File: src/rtl/core/cbm_pkg.sv
`timescale 1ns / 1ps
// package for the cartridge bank mapper: word types, address windows,
// register indexes and the shared modulo unit interface; no dependencies
package cbm_pkg;

    // address window limits
    localparam logic [15:0] ADDR_RAM_EN_END   = 16'h1FFF;
    localparam logic [15:0] ADDR_BANK0_END    = 16'h3FFF;
    localparam logic [15:0] ADDR_UPPER_END    = 16'h5FFF;
    localparam logic [15:0] ADDR_ROM_END      = 16'h7FFF;
    localparam logic [15:0] ADDR_XRAM_START   = 16'hA000;
    localparam logic [15:0] ADDR_XRAM_END     = 16'hBFFF;

    // register write values
    localparam logic [3:0]  RAM_EN_KEY        = 4'hA;

    // reset values of the count registers
    localparam logic [7:0]  ROM_COUNT_RESET   = 8'd128;
    localparam logic [2:0]  RAM_COUNT_RESET   = 3'd0;

    // operation codes
    localparam logic        OP_WRITE          = 1'b0;
    localparam logic        OP_XLAT           = 1'b1;

    // configuration register indexes
    localparam logic        CFG_ROM_BANK_COUNT = 1'b0;
    localparam logic        CFG_RAM_BANK_COUNT = 1'b1;

    // modulo unit sizes: a bank number is at most 7 bits
    localparam int          MOD_DVD_W         = 7;
    localparam int          MOD_DIV_W         = 8;
    localparam int          MOD_CNT_W         = 3;

    typedef struct packed {
        logic        op;
        logic [15:0] addr;
        logic [7:0]  data;
    } t_in_item;

    typedef struct packed {
        logic [20:0] phys_addr;
        logic        target;
        logic        mapped;
        logic        ram_enabled;
    } t_out_item;

    typedef struct packed {
        logic                 start;
        logic [MOD_DVD_W-1:0] dividend;
        logic [MOD_DIV_W-1:0] divisor;
    } t_mod_req;

    typedef struct packed {
        logic                 busy;
        logic                 done;
        logic [MOD_DVD_W-1:0] rem;
    } t_mod_rsp;

endpackage

File: src/rtl/core/cbm_mod_unit.sv
`timescale 1ns / 1ps
// shared bit-serial remainder unit, one dividend bit per cycle
// depends on cbm_pkg
module cbm_mod_unit (
    input  logic              i_clk,
    input  logic              i_rst_n,
    input  cbm_pkg::t_mod_req i_req,
    output cbm_pkg::t_mod_rsp o_rsp
);

    logic                          r_busy;
    logic                          r_done;
    logic [cbm_pkg::MOD_CNT_W-1:0] r_cnt;
    logic [cbm_pkg::MOD_DVD_W-1:0] r_dvd;
    logic [cbm_pkg::MOD_DVD_W-1:0] r_rem;
    logic [cbm_pkg::MOD_DIV_W-1:0] r_div;
    logic [cbm_pkg::MOD_DIV_W-1:0] w_shift;
    logic [cbm_pkg::MOD_DIV_W-1:0] w_diff;
    logic [cbm_pkg::MOD_DVD_W-1:0] w_rem;

    // restoring step: bring in the next dividend bit, subtract when it fits
    // a zero divisor always subtracts nothing, so the dividend passes through
    always_comb begin
        w_shift = {r_rem, r_dvd[cbm_pkg::MOD_DVD_W-1]};
        w_diff  = w_shift - r_div;
        if (w_shift >= r_div) begin
            w_rem = w_diff[cbm_pkg::MOD_DVD_W-1:0];
        end else begin
            w_rem = w_shift[cbm_pkg::MOD_DVD_W-1:0];
        end
    end

    // step counter, busy and done flags
    always_ff @(posedge i_clk) begin
        if (!i_rst_n) begin
            r_busy <= 1'b0;
            r_done <= 1'b0;
            r_cnt  <= '0;
        end else begin
            r_done <= 1'b0;
            if (i_req.start && !r_busy) begin
                r_busy <= 1'b1;
                r_cnt  <= cbm_pkg::MOD_CNT_W'(cbm_pkg::MOD_DVD_W - 1);
            end else if (r_busy) begin
                r_cnt <= r_cnt - 1'b1;
                if (r_cnt == '0) begin
                    r_busy <= 1'b0;
                    r_done <= 1'b1;
                end
            end
        end
    end

    // datapath
    always_ff @(posedge i_clk) begin
        if (i_req.start && !r_busy) begin
            r_dvd <= i_req.dividend;
            r_div <= i_req.divisor;
            r_rem <= '0;
        end else if (r_busy) begin
            r_dvd <= {r_dvd[cbm_pkg::MOD_DVD_W-2:0], 1'b0};
            r_rem <= w_rem;
        end
    end

    assign o_rsp.busy = r_busy;
    assign o_rsp.done = r_done;
    assign o_rsp.rem  = r_rem;

endmodule

File: src/rtl/core/cartridge_bank_mapper_top.sv
`timescale 1ns / 1ps
// cartridge bank mapper top level: bank registers, sequencer, output word
// depends on cbm_pkg and cbm_mod_unit
//
// One word at a time: each input word is a register write or an address
// translation and yields exactly one output word. Bank numbers are reduced
// by a shared bit-serial remainder unit. A translation outside the bank-0
// window in banking mode 0 or 1 needs no reduction, and its output word is
// valid in the cycle after accept; a translation of the bank-0 window in
// mode 1 needs one reduction, and a register write needs one, or two when
// it hits the upper bank register with a nonzero RAM bank count. The input
// stalls from accept until the output word is taken. The count registers
// are always ready and must be written only while idle.
module cartridge_bank_mapper_top (
    input  logic               i_clk,
    input  logic               i_rst_n,
    // input words
    input  logic               i_valid,
    output logic               o_stall,
    input  cbm_pkg::t_in_item  i_item,
    // output words
    output logic               o_valid,
    input  logic               i_stall,
    output cbm_pkg::t_out_item o_item,
    // configuration writes
    input  logic               i_cfg_valid,
    output logic               o_cfg_ready,
    input  logic               i_cfg_index,
    input  logic [7:0]         i_cfg_data
);

    typedef enum logic [2:0] {
        S_IDLE,
        S_RAM,
        S_ROM,
        S_XLAT,
        S_OUT
    } t_state;

    t_state             r_state,  n_state;
    logic [7:0]         r_rom_count;
    logic [2:0]         r_ram_count;
    logic               r_ram_on,     n_ram_on;
    logic [4:0]         r_bank_low,   n_bank_low;
    logic [1:0]         r_bank_high,  n_bank_high;
    logic [1:0]         r_ram_select, n_ram_select;
    logic               r_mode,       n_mode;
    logic [6:0]         r_rom_select, n_rom_select;
    logic [15:0]        r_addr,       n_addr;
    cbm_pkg::t_out_item r_out,        n_out;
    cbm_pkg::t_mod_req  r_mod_req,    n_mod_req;
    cbm_pkg::t_mod_rsp  w_mod_rsp;
    logic               w_accept;

    assign w_accept    = i_valid && !o_stall;
    assign o_stall     = (r_state != S_IDLE);
    assign o_valid     = (r_state == S_OUT);
    assign o_item      = r_out;
    assign o_cfg_ready = 1'b1;

    // shared remainder unit
    cbm_mod_unit u_mod (
        .i_clk   (i_clk),
        .i_rst_n (i_rst_n),
        .i_req   (r_mod_req),
        .o_rsp   (w_mod_rsp)
    );

    // count registers
    always_ff @(posedge i_clk) begin
        if (!i_rst_n) begin
            r_rom_count <= cbm_pkg::ROM_COUNT_RESET;
            r_ram_count <= cbm_pkg::RAM_COUNT_RESET;
        end else if (i_cfg_valid && o_cfg_ready) begin
            case (i_cfg_index)
                cbm_pkg::CFG_ROM_BANK_COUNT: r_rom_count <= i_cfg_data;
                cbm_pkg::CFG_RAM_BANK_COUNT: r_ram_count <= i_cfg_data[2:0];
                default:                     r_rom_count <= r_rom_count;
            endcase
        end
    end

    // sequencer next state, bank register updates and output word
    always_comb begin
        n_state      = r_state;
        n_ram_on     = r_ram_on;
        n_bank_low   = r_bank_low;
        n_bank_high  = r_bank_high;
        n_ram_select = r_ram_select;
        n_mode       = r_mode;
        n_rom_select = r_rom_select;
        n_addr       = r_addr;
        n_out        = r_out;
        n_mod_req    = '{start: 1'b0, dividend: r_mod_req.dividend,
                         divisor: r_mod_req.divisor};

        case (r_state)
            S_IDLE: begin
                if (w_accept) begin
                    n_addr = i_item.addr;
                    n_out  = '{phys_addr: '0, target: 1'b0, mapped: 1'b0,
                               ram_enabled: r_ram_on};
                    if (i_item.op == cbm_pkg::OP_WRITE) begin
                        // register writes by address window
                        if (i_item.addr <= cbm_pkg::ADDR_RAM_EN_END) begin
                            n_ram_on = (i_item.data[3:0] == cbm_pkg::RAM_EN_KEY);
                        end else if (i_item.addr <= cbm_pkg::ADDR_BANK0_END) begin
                            n_bank_low = (i_item.data[4:0] == 5'd0) ? 5'd1
                                                                    : i_item.data[4:0];
                        end else if (i_item.addr <= cbm_pkg::ADDR_UPPER_END) begin
                            n_bank_high = i_item.data[1:0];
                        end else if (i_item.addr <= cbm_pkg::ADDR_ROM_END) begin
                            n_mode = i_item.data[0];
                        end
                        // ram bank first when it must be reduced, then rom bank
                        if (i_item.addr > cbm_pkg::ADDR_BANK0_END &&
                            i_item.addr <= cbm_pkg::ADDR_UPPER_END &&
                            r_ram_count != 3'd0) begin
                            n_mod_req = '{start: 1'b1,
                                          dividend: {5'd0, i_item.data[1:0]},
                                          divisor: {5'd0, r_ram_count}};
                            n_state   = S_RAM;
                        end else begin
                            n_mod_req = '{start: 1'b1,
                                          dividend: {n_bank_high, n_bank_low},
                                          divisor: r_rom_count};
                            n_state   = S_ROM;
                        end
                    end else begin
                        // translation
                        n_state = S_OUT;
                        if (i_item.addr <= cbm_pkg::ADDR_BANK0_END) begin
                            n_out.mapped = 1'b1;
                            if (r_mode) begin
                                n_mod_req = '{start: 1'b1,
                                              dividend: {r_bank_high, 5'd0},
                                              divisor: r_rom_count};
                                n_state   = S_XLAT;
                            end else begin
                                n_out.phys_addr = {5'd0, i_item.addr};
                            end
                        end else if (i_item.addr <= cbm_pkg::ADDR_ROM_END) begin
                            n_out.mapped    = 1'b1;
                            n_out.phys_addr = {r_rom_select, i_item.addr[13:0]};
                        end else if (i_item.addr >= cbm_pkg::ADDR_XRAM_START &&
                                     i_item.addr <= cbm_pkg::ADDR_XRAM_END) begin
                            n_out.mapped = 1'b1;
                            n_out.target = 1'b1;
                            if (r_mode) begin
                                n_out.phys_addr = {6'd0, r_ram_select, i_item.addr[12:0]};
                            end else begin
                                n_out.phys_addr = {8'd0, i_item.addr[12:0]};
                            end
                        end
                    end
                end
            end
            S_RAM: begin
                if (w_mod_rsp.done) begin
                    n_ram_select = w_mod_rsp.rem[1:0];
                    n_mod_req    = '{start: 1'b1,
                                     dividend: {r_bank_high, r_bank_low},
                                     divisor: r_rom_count};
                    n_state      = S_ROM;
                end
            end
            S_ROM: begin
                if (w_mod_rsp.done) begin
                    n_rom_select      = w_mod_rsp.rem;
                    n_out.ram_enabled = r_ram_on;
                    n_state           = S_OUT;
                end
            end
            S_XLAT: begin
                if (w_mod_rsp.done) begin
                    n_out.phys_addr = {w_mod_rsp.rem, r_addr[13:0]};
                    n_state         = S_OUT;
                end
            end
            S_OUT: begin
                if (!i_stall) begin
                    n_state = S_IDLE;
                end
            end
            default: begin
                n_state = S_IDLE;
            end
        endcase
    end

    // state, bank registers and output word
    always_ff @(posedge i_clk) begin
        if (!i_rst_n) begin
            r_state         <= S_IDLE;
            r_ram_on        <= 1'b0;
            r_bank_low      <= 5'd1;
            r_bank_high     <= 2'd0;
            r_ram_select    <= 2'd0;
            r_mode          <= 1'b0;
            r_rom_select    <= 7'd1;
            r_mod_req.start <= 1'b0;
        end else begin
            r_state         <= n_state;
            r_ram_on        <= n_ram_on;
            r_bank_low      <= n_bank_low;
            r_bank_high     <= n_bank_high;
            r_ram_select    <= n_ram_select;
            r_mode          <= n_mode;
            r_rom_select    <= n_rom_select;
            r_mod_req.start <= n_mod_req.start;
        end
        r_addr               <= n_addr;
        r_out                <= n_out;
        r_mod_req.dividend   <= n_mod_req.dividend;
        r_mod_req.divisor    <= n_mod_req.divisor;
    end

    // the remainder unit only finishes while the sequencer waits on it
    assert property (@(posedge i_clk) disable iff (!i_rst_n)
        w_mod_rsp.done |-> (r_state == S_RAM || r_state == S_ROM || r_state == S_XLAT))
        else $error("remainder done outside a wait state");

    // no output word while the remainder unit is still running
    assert property (@(posedge i_clk) disable iff (!i_rst_n)
        o_valid |-> !w_mod_rsp.busy)
        else $error("output valid with remainder unit busy");

    // the low rom bank never holds zero
    assert property (@(posedge i_clk) disable iff (!i_rst_n)
        r_bank_low != 5'd0)
        else $error("low rom bank is zero");

    // a start is only issued when the unit is free
    assert property (@(posedge i_clk) disable iff (!i_rst_n)
        r_mod_req.start |-> !w_mod_rsp.busy)
        else $error("remainder start while busy");

endmodule

File: config.mk
export PLATFORM = sky130hd
export DESIGN_NAME = cartridge_bank_mapper_top
export DESIGN_NICKNAME = d
export VERILOG_FILES = /design/src/rtl/core/cbm_pkg.sv /design/src/rtl/core/cbm_mod_unit.sv /design/src/rtl/core/cartridge_bank_mapper_top.sv
export SDC_FILE = /design/constraint.sdc
export NUM_CORES = 1
export LEC_CHECK = 0
export BUFFER_PORTS_ARGS = -buffer_cell sky130_fd_sc_hd__buf_4
export CAP_MARGIN = 20
export CORE_UTILIZATION = 26
export DETAILED_ROUTE_END_ITERATION = 7
export PLACE_DENSITY = 0.49
export REMOVE_ABC_BUFFERS = 1
export SLEW_MARGIN = 20
export SYNTH_ARGS = -nofsm -noshare
export SYNTH_HDL_FRONTEND = slang
export SYNTH_SLANG_ARGS = --single-unit
File: constraint.sdc
create_clock -name i_clk -period 2.6 [get_ports i_clk]
set_input_delay 0.13 -clock i_clk [delete_from_list [all_inputs] [get_ports i_clk]]
set_output_delay 0.13 -clock i_clk [all_outputs]
set_load 0.005 [all_outputs]
==> results of run 1 <==
-- timing repair --
item,4_1_cts,5_1_grt
endpoints found under the setup margin,0,0
hold buffers,27,0
endpoints found under the hold margin,32,0
-- metal layers --
layer  vias to the layer above  GRT usage [%]  wire [um]
met5                         -              0          0
met4                         0           5.67         63
met3                         6           3.17        388
met2                        69           19.5       5320
met1                      1697           14.3       4970
li1                       1761              -          -
-- critical path: stages (launching register included) --
cell	delay, ps
edfxtp_1	360
ha_1	230
fa_1	410
nor2b_1	200
o31ai_1	120
a32oi_2	170
buf_4	210
mux2i_1	200
a22o_1	130
-- worst max path at each step --
| stage | from | to | slack (ps) | cells past startpoint |
|---|---|---|---|---|
| floorplan | r_mode | r_mod_req[0] | 310 | 4 |
| global placement | u_mod.r_div[0] | u_mod.r_rem[1] | 540 | 8 |
| detailed placement | u_mod.r_div[0] | u_mod.r_rem[1] | 500 | 8 |
| CTS | u_mod.r_div[0] | u_mod.r_rem[1] | 480 | 8 |
| global route | u_mod.r_div[0] | u_mod.r_rem[5] | 370 | 8 |
| finish | u_mod.r_div[0] | u_mod.r_rem[1] | 500 | 8 |
-- Yosys cell counts, types with 2 or more instances --
cell      count
a21oi_1      28
a22o_1       27
a31o_1        2
a32o_1        3
and2_1        6
and3_1        5
and4_1        2
buf_1         2
buf_2         7
clkbuf_1     11
dfxtp_1      45
edfxtp_1     68
ha_1         10
inv_1        18
inv_2         2
mux2_2        6
mux2i_1      13
nand2_1      56
nand2b_1      6
nand3_1       9
nand4_1       2
nor2_1       24
nor2b_1       7
nor3_1        8
nor3_4        2
nor4_1        3
o211ai_1      6
o21a_1        2
o21ai_0      12
o21ai_1       5
o22ai_1       2
o31ai_1       3
xnor2_1       3
xor2_1        2
-- power by group --
group	internal [mW]	leakage, nW	switching [mW]	total (mW)
Combinational	0.495	1.20	0.604	1.10
Sequential	2.27	1.01	0.175	2.44
Clock	1.48	0.277	0.769	2.25
Total	4.25	2.49	1.55	5.80
-- state kept, by name, summed over array words and instances, names as in the netlist --
| register | cells |
|---|---|
| u_mod.r_busy | 1 |
| u_mod.r_div | 8 |
| r_mode | 1 |
| r_mod_req | 16 |
| r_ram_count | 3 |
| u_mod.r_dvd | 7 |
| u_mod.r_cnt | 3 |
| r_ram_on | 1 |
| o_item | 24 |
| r_addr | 14 |
| u_mod.r_done | 1 |
| r_state | 3 |
| r_bank_low | 5 |
| r_rom_count | 8 |
| u_mod.r_rem | 7 |
| r_ram_select | 2 |
| r_rom_select | 7 |
| r_bank_high | 2 |
-- layout make-up --
class	instances	area, um2	area share (%)
clock buffer	19	433	6.71
multi-input combinational	275	1790	27.8
tap	229	287	4.44
inverter	21	83.8	1.30
clock inverter	13	144	2.23
timing repair buffer	93	766	11.9
sequential	113	2940	45.6
-- kinds of logic (layout without fill, tap and decap cells) --
kind of cell / Yosys count / after routing / share of synthesized area, %
compound gates: 99 / 99 / 14.0
simple gates: 140 / 140 / 14.4
buf+inv: 43 / 146 / 3.79
flops: 113 / 113 / 59.8
fa+ha+maj: 11 / 11 / 2.95
mux: 19 / 19 / 4.02
other cells: 1 / 1 / 0.0763
xor+xnor: 5 / 5 / 0.891
==> qor.yml, run 1 <==
r2r_slack_ps: 500
overflow: 0
clockBufferDepth: 2
slew_violations: 0
required_ps: 2950
synth_top_area_share_pct: 41.5
ys_seq_elements: 113
worstMarginPinSlew_ps: 1030
die_x_um: 140
ant_nets: 0
grt_max_degree: 31
drc: 0
min_from: "i_item[1]"
min_to: "r_bank_low[1]"
status: "complete, no violations"
dpl_cell_area_um2: 5600
slew_headroom_pct: 31.5
setup-tns-final_ps: 0
ys_types: 58
grt_pass1_vias: 3531
worstSkewPairLatency_ps: 410
areaGrowthSynthToFinish_pct: 31.1
synth_area_leaders: "edfxtp_1 42%, dfxtp_1 18%, a22o_1 4.8%"
grt_pass1_wl_mm: 17.7
synth.largest_area_cell: "edfxtp_1"
reg2reg_from: "u_mod.r_div[0]"
worst_hold_slack_ps: 21.2
fin_nets: 571
final_cell_mix: "68 x edfxtp_1, 66 x buf_4, 56 x nand2_1"
via_count: 3533
avgSynthCellArea_um2: 11.4
cts_tree: "yes"
cts-buffers-inserted: 17
antenna_cells: 0
period_minus_slack_ps: 2100
total_power_mw: 5.80
hold_depth: 3
synthFlopType: "edfxtp_1"
cp.arrival_ps: 2450
leakage_nw: 2.49
post_cts_buffers: 0
dieArea_um2: 19500
fill_cells: 1834
antenna_found_initial: 0
cts_htree_levels: 4
rows: 49
wl_mm: 10.7
clock_sink_count: 113
core_area_um2: 18300
powerDensity_nw_per_um2: 899
setup_ws_ps: 499
netlist_area_um2: 4920
cp_max_fo: 12
max_cap_viol_count: 0
max_freq_mhz: 476
gpl.final_weighted_congestion: 0.761
hold_class: "in -> reg"
cp-start-kind: "flop"
skew_ps: 8.66
ys_warn_count: 0
viasPerCell: 4.63
grt.total_usage_pct: 11.8
fin_util_pct: 35.3
wl_per_cell_um: 14.1
final_cells: 763
cts_root_buf: "clkbuf_16"
grt_setup_unrepaired: "false"
drive_gt1_share_pct: 21.0
synth_edf_count: 68
final_common_cell: "edfxtp_1"
die_y_um: 140
reg2reg_to: "u_mod.r_rem[1]"
initial_utilization_pct: 26.9
crit_type: "reg -> reg"
fin_crit_sh_pct: 80.8
top_level_ports: 66
port-buffer-count: 61
design_area_um2: 6450
irDropWorstVdd_v: 0.000537
hold_viol_final: 0
yosysSeqAreaShare_pct: 59.8
synth_cells: 431
dp.cells: 704
clk_pin_slew_ps: 50
place_ws_ps: 505
drt_iter0_markers: 158
cts_resized: 0
setup_viol_count_final: 0
critPathCaptureType: "flop"
r2r_cells: 8
dp_hpwl_mm: 7.52
drt-pass1-iter-count: 4
async_flop_share_pct: 0
(Power assumes the default switching activity.)
==> inputs of run 2 (changes only) <==
==> constraint.sdc (replaced) <==
create_clock -name i_clk -period 1.97 [get_ports i_clk]
set_input_delay 0.0985 -clock i_clk [delete_from_list [all_inputs] [get_ports i_clk]]
set_output_delay 0.0985 -clock i_clk [all_outputs]
set_load 0.005 [all_outputs]
==> run 2 against run 1 <==
Net effect:
- die area is the same
- combinational power rose by 56%
- the flow now finishes with violations (negative setup slack)
- first-iteration DRC count up 33%
- critical endpoint unchanged
==> qor.yml, run 2 (synthesis gave the netlist of run 1 again) <==
skew_ps: 8.85  # was 8.66 ps
min_from: "i_valid"  # was i_item[1]
via_count: 3633  # was 3,533
cp_max_fo: 6  # was 12
grt.total_usage_pct: 12.1  # was 11.8%
ant_nets: 0  # unchanged
r2r_slack_ps: -10  # was 500 ps
hold_class: "in -> reg"  # unchanged
min_to: "o_item[0]"  # was r_bank_low[1]
grt_pass1_vias: 3636  # was 3,531
antenna_found_initial: 0  # unchanged
crit_type: "reg -> reg"  # unchanged
drive_gt1_share_pct: 25.8  # was 21.0%
drt-pass1-iter-count: 4  # unchanged
critPathMaxStageDelay_ps: 390  # was 410 ps
max_freq_mhz: 504  # was 476 MHz
gpl.final_weighted_congestion: 0.774  # was 0.761
areaGrowthSynthToFinish_pct: 38.4  # was 31.1%
leakage_nw: 2.67  # was 2.49 nW
final_cell_mix: "84 x buf_4, 68 x edfxtp_1, 56 x nand2_1"  # was 68 x edfxtp_1, 66 x buf_4, 56 x nand2_1
clock_sink_count: 113  # unchanged
irDropWorstVdd_v: 0.000619  # was 0.000537 V
grt_max_degree: 22  # was 31
reg2reg_from: "u_mod.r_div[0]"  # unchanged
critPathBufInv: 1  # unchanged
initial_utilization_pct: 26.9  # unchanged
crit_family: "adder cells"  # unchanged
design_area_um2: 6800  # was 6450 um2
worstMarginPinSlew_ps: 640  # was 1030 ps
wl_per_cell_um: 14.0  # was 14.1 um
r2r_cells: 8  # unchanged
drc: 0  # unchanged
top_level_ports: 66  # unchanged
wl_mm: 11.1  # was 10.7 mm
powerDensity_nw_per_um2: 1220  # was 899 nW/um2
overflow: 0  # unchanged
worst_hold_slack_ps: 48.9  # was 21.2 ps
fin_nets: 598  # was 571
final_common_cell: "buf_4"  # was edfxtp_1
violations: "negative setup slack"
port-buffer-count: 61  # unchanged
largest_reg_flops: 24  # unchanged
dp_hpwl_mm: 7.84  # was 7.52 mm
slew_violations: 0  # unchanged
status: "finished with violations"  # was complete, no violations
path_cells: "ha_2 -> fa_2 -> nor2b_4 -> o31ai_2 -> a32oi_2 -> buf_6 -> mux2i_1 -> a22o_1"  # was ha_1 -> fa_1 -> nor2b_1 -> o31ai_1 -> a32oi_2 -> buf_4 -> mux2i_1 -> a22o_1
grt_setup_unrepaired: "true"  # was false
cts_root_buf: "clkbuf_16"  # unchanged
clk_pin_slew_ps: 50  # about the same
cts-buffers-inserted: 17  # unchanged
hold_viol_final: 0  # unchanged
setup_viol_count_final: 1  # was 0
antenna_cells: 0  # unchanged
period_minus_slack_ps: 1980  # was 2100 ps
viasPerCell: 4.60  # was 4.63
drt_iter0_markers: 210  # was 158
required_ps: 2320  # was 2950 ps
die_y_um: 140  # unchanged
fin_crit_sh_pct: 101  # was 80.8%
setup_ws_ps: -14.5  # was 499 ps
clockBufferDepth: 2  # unchanged
cts_htree_levels: 4  # unchanged
crit_slowest_cell: "fa_2"  # was fa_1
cp-start-kind: "flop"  # unchanged
cts_tree: "yes"  # unchanged
slew_headroom_pct: 57.2  # was 31.5%
critPathCaptureType: "flop"  # unchanged
total_power_mw: 8.32  # was 5.80 mW
max_cap_viol_count: 0  # unchanged
grt_pass1_wl_mm: 18.3  # was 17.7 mm
cp.arrival_ps: 2330  # was 2450 ps
rows: 49  # unchanged
dpl_cell_area_um2: 5760  # was 5600 um2
dieArea_um2: 19500  # unchanged
setup-tns-final_ps: -14.5  # was 0 ps
reg2reg_to: "u_mod.r_rem[1]"  # unchanged
core_area_um2: 18300  # unchanged
worstSkewPairLatency_ps: 410  # about the same
hold_depth: 2  # was 3
die_x_um: 140  # unchanged
==> run 2: cell count changes in the layout (fill, tap and decap cells not counted), sizes merged <==
cell         change
clkinvlp         +1
bufinv           +3
clkbuf           -2
buf             +22
clkinv           -2
dlygate4sd3      +5
==> run 2: per-layer routing <==
layer | GRT usage, % | vias up | part of all wire [%]
met5 | 0 | - | 0
li1 | - | 1811 | -
met1 | 14.7 | 1757 | 46
met3 | 3.85 | 7 | 3.1
met2 | 19.9 | 58 | 49
met4 | 4.56 | 0 | 1.0
==> run 2: final cells by class <==
class / instances / area, um2
well taps: 229 / 287
clock buffers: 17 / 425
flip-flops and latches: 113 / 2940
fillers: 1819 / 11500
repair buffers: 120 / 1010
inverters: 21 / 83.8
multi-input cells: 275 / 1820
clock inverters: 15 / 240
==> run 2: how the worst max path moves through the flow <==
stage	from	endpoint	slack, ps	cells past startpoint
after floorplan	r_mode	r_mod_req[0]	-320	4
after CTS	u_mod.r_div[0]	u_mod.r_rem[1]	-50	8
after global routing	u_mod.r_div[0]	u_mod.r_rem[1]	-110	8
after detailed placement	u_mod.r_div[0]	u_mod.r_rem[1]	-160	8
after global placement	u_mod.r_div[0]	u_mod.r_rem[0]	-20	8
final	u_mod.r_div[0]	u_mod.r_rem[1]	-10	8
==> run 2: what timing repair did <==
item                                   in CTS  in global routing
hold buffers                               32                  0
cloned                                      1                  0
setup buffers                               3                  0
resized for setup                           6                  2
pin swaps                                   6                  6
setup endpoints to repair                   7                 14
endpoints found under the hold margin      49                  0
==> run 2: where the power goes <==
| part | internal [mW] | switching, mW | total [mW] |
|---|---|---|---|
| combinational | 0.807 | 0.910 | 1.72 |
| sequential | 2.99 | 0.180 | 3.17 |
| clock | 2.36 | 1.06 | 3.42 |
| total | 6.16 | 2.15 | 8.32 |
==> run 2: through the flow <==
stage | setup slack (ps) | utilization [%] | cells
floorplan | -321 | - | 409
global placement | -19.6 | 31.5 | 722
detailed placement | -161 | 31.5 | 722
CTS | -49.5 | 37.2 | 790
global route | -111 | 37.2 | 790
finish | -14.5 | 37.2 | 790
==> run 2: worst reg2reg max path, delay by kind of cell (launching register included) <==
kind,cells,cell delay [ps]
muxes,1,190
AOI/OAI and AO/OA,3,470
adders and majority gates,2,590
DFF,1,370
and+or+nand+nor,1,150
buffers and inverters,1,170
==> inputs of run 3 (changes only) <==
--- a/config.mk
+++ b/config.mk
@@ -9,8 +9,9 @@
 export CAP_MARGIN = 20
 export CORE_UTILIZATION = 26
 export DETAILED_ROUTE_END_ITERATION = 7
-export PLACE_DENSITY = 0.49
+export PLACE_DENSITY_LB_ADDON = 0.08
 export REMOVE_ABC_BUFFERS = 1
+export SETUP_SLACK_MARGIN = 0.5
 export SLEW_MARGIN = 20
 export SYNTH_ARGS = -nofsm -noshare
 export SYNTH_HDL_FRONTEND = slang
==> run 3 against run 2 <==
Net effect:
- critical path depth unchanged
- the run now ends clean
- register-to-register slack better by 40 ps
- global-route usage up 1.2 points
- highest routed layer unchanged
- power down 1.4%
- setup slack better by 42 ps
==> qor.yml, run 3 (synthesis gave the netlist of run 1 again) <==
cts_root_buf: "clkbuf_16"  # unchanged
setup_viol_count_final: 0  # was 1
cts_tree: "yes"  # unchanged
skew_ps: 7.67  # was 8.85 ps
critPathCaptureType: "flop"  # unchanged
wl_mm: 12.2  # was 11.1 mm
viasPerCell: 4.54  # was 4.60
drt-pass1-iter-count: 4  # unchanged
antenna_found_initial: 0  # unchanged
grt.total_usage_pct: 13.3  # was 12.1%
crit_type: "reg -> reg"  # unchanged
die_y_um: 140  # unchanged
slew_violations: 0  # unchanged
required_ps: 2320  # about the same
final_cell_mix: "105 x buf_4, 68 x edfxtp_1, 54 x nand2_1"  # was 84 x buf_4, 68 x edfxtp_1, 56 x nand2_1
cp.arrival_ps: 2300  # was 2330 ps
initial_utilization_pct: 26.9  # unchanged
clockBufferDepth: 2  # unchanged
final_common_cell: "buf_4"  # unchanged
slew_headroom_pct: 63.7  # was 57.2%
crit_family: "adder cells"  # unchanged
path_cells: "ha_2 -> fa_2 -> nor2b_2 -> o31ai_2 -> a32oi_2 -> buf_6 -> mux2i_1 -> a22o_1"  # was ha_2 -> fa_2 -> nor2b_4 -> o31ai_2 -> a32oi_2 -> buf_6 -> mux2i_1 -> a22o_1
powerDensity_nw_per_um2: 1140  # was 1220 nW/um2
clock_sink_count: 113  # unchanged
total_power_mw: 8.20  # was 8.32 mW
gpl.final_weighted_congestion: 0.751  # was 0.774
final_cells: 825  # was 790
via_count: 3743  # was 3,633
fin_util_pct: 39.5  # was 37.2%
drive_gt1_share_pct: 35.1  # was 25.8%
leakage_nw: 2.86  # was 2.67 nW
cts_htree_levels: 4  # unchanged
setup-tns-final_ps: 0  # was -14.5 ps
cts-buffers-inserted: 17  # unchanged
ant_nets: 0  # unchanged
critPathBufInv: 1  # unchanged
hold_viol_final: 0  # unchanged
r2r_slack_ps: 30  # was -10 ps
status: "complete, no violations"  # was finished with violations
crit_slowest_cell: "edfxtp_1"  # was fa_2
max_freq_mhz: 515  # was 504 MHz
clk_pin_slew_ps: 50  # about the same
dieArea_um2: 19500  # unchanged
top_level_ports: 66  # unchanged
drt_iter0_markers: 193  # was 210
wl_per_cell_um: 14.8  # was 14.0 um
worstMarginPinSlew_ps: 544  # was 640 ps
dp_hpwl_mm: 8.07  # was 7.84 mm
die_x_um: 140  # unchanged
core_area_um2: 18300  # unchanged
grt_setup_unrepaired: "true"  # unchanged
critPathMaxStageDelay_ps: 370  # was 390 ps
areaGrowthSynthToFinish_pct: 46.7  # was 38.4%
grt_pass1_vias: 3745  # was 3,636
largest_reg_flops: 24  # unchanged
fin_nets: 633  # was 598
rows: 49  # unchanged
cp-start-kind: "flop"  # unchanged
drc: 0  # unchanged
grt_pass1_wl_mm: 19.6  # was 18.3 mm
grt_max_degree: 22  # unchanged
dp.cells: 730  # was 722
fin_crit_sh_pct: 98.6  # was 101%
max_cap_viol_count: 0  # unchanged
worstSkewPairLatency_ps: 410  # about the same
cp_max_fo: 5  # was 6
antenna_cells: 0  # unchanged
port-buffer-count: 61  # unchanged
hold_class: "in -> reg"  # unchanged
irDropWorstVdd_v: 0.000810  # was 0.000619 V
overflow: 0  # unchanged
period_minus_slack_ps: 1940  # was 1980 ps
==> run 3: cell count changes in the layout (fill, tap and decap cells not counted), moves of 3 or more <==
| cell | delta |
|---|---|
| dfxtp_1 | -7 |
| and2_4 | +4 |
| nand3_1 | -3 |
| bufinv_16 | -4 |
| dfxtp_2 | +5 |
| and2_1 | -4 |
| buf_4 | +21 |
| buf_6 | +11 |
| nand3_2 | +3 |
==> run 3: final timing paths <==
kind                                      from              to  cells after the start
worst max-delay path            u_mod.r_div[0]  u_mod.r_rem[1]                      8
worst max register to register  u_mod.r_div[0]  u_mod.r_rem[1]                      8
worst min-delay path               i_cfg_index  r_ram_count[0]                      4
worst min register to register    r_mod_req[7]  u_mod.r_div[7]                      0
==> run 3: what timing repair did <==
item,CTS,global route
setup buffers,21,7
cloned,2,0
hold endpoints to repair,50,0
pin swaps,16,25
endpoints found under the setup margin,88,91
hold buffers,33,0
resized for setup,36,27
==> run 3: layout make-up <==
cell class              count  area, um2
well taps                 229        287
clock inverters            13        139
multi-input cells         275       1950
clock buffers              19        433
flip-flops and latches    113       2960
repair buffers            155       1360
inverters                  21       83.8
fillers                  1784      11100
==> run 3: layer usage <==
metal  routed length (um)  up-vias  global-route usage [%]
met4                  174        0                    5.44
met3                  337       11                    3.37
met2                 5840       48                    21.6
met5                    0        -                       0
li1                     -     1878                       -
met1                 5820     1806                    16.8
==> run 3: worst min-delay path, stage by stage <==
cell,delay [ps]
buf_4,100
nand2_1,80
nand2_1,70
a21oi_1,50
==> run 3: report_power, final <==
group	switching (mW)	total, mW	leakage (nW)	internal (mW)
clock network	1.11	2.96	0.265	1.86
logic	1.04	2.08	1.58	1.04
registers	0.164	3.16	1.02	3.00
==> run 3: per-stage QoR <==
| step | setup WS (ps) | hold WS, ps | instance area [um2] |
|---|---|---|---|
| finish | 27.5 | 36.6 | 7210 |
| global route | -73.4 | 45.4 | 7210 |
| CTS | -8.57 | 4.74 | 7050 |
| detailed placement | -45.9 | 289 | 5820 |
| global placement | -0.927 | 288 | 5820 |
| floorplan | -321 | 170 | 4810 |
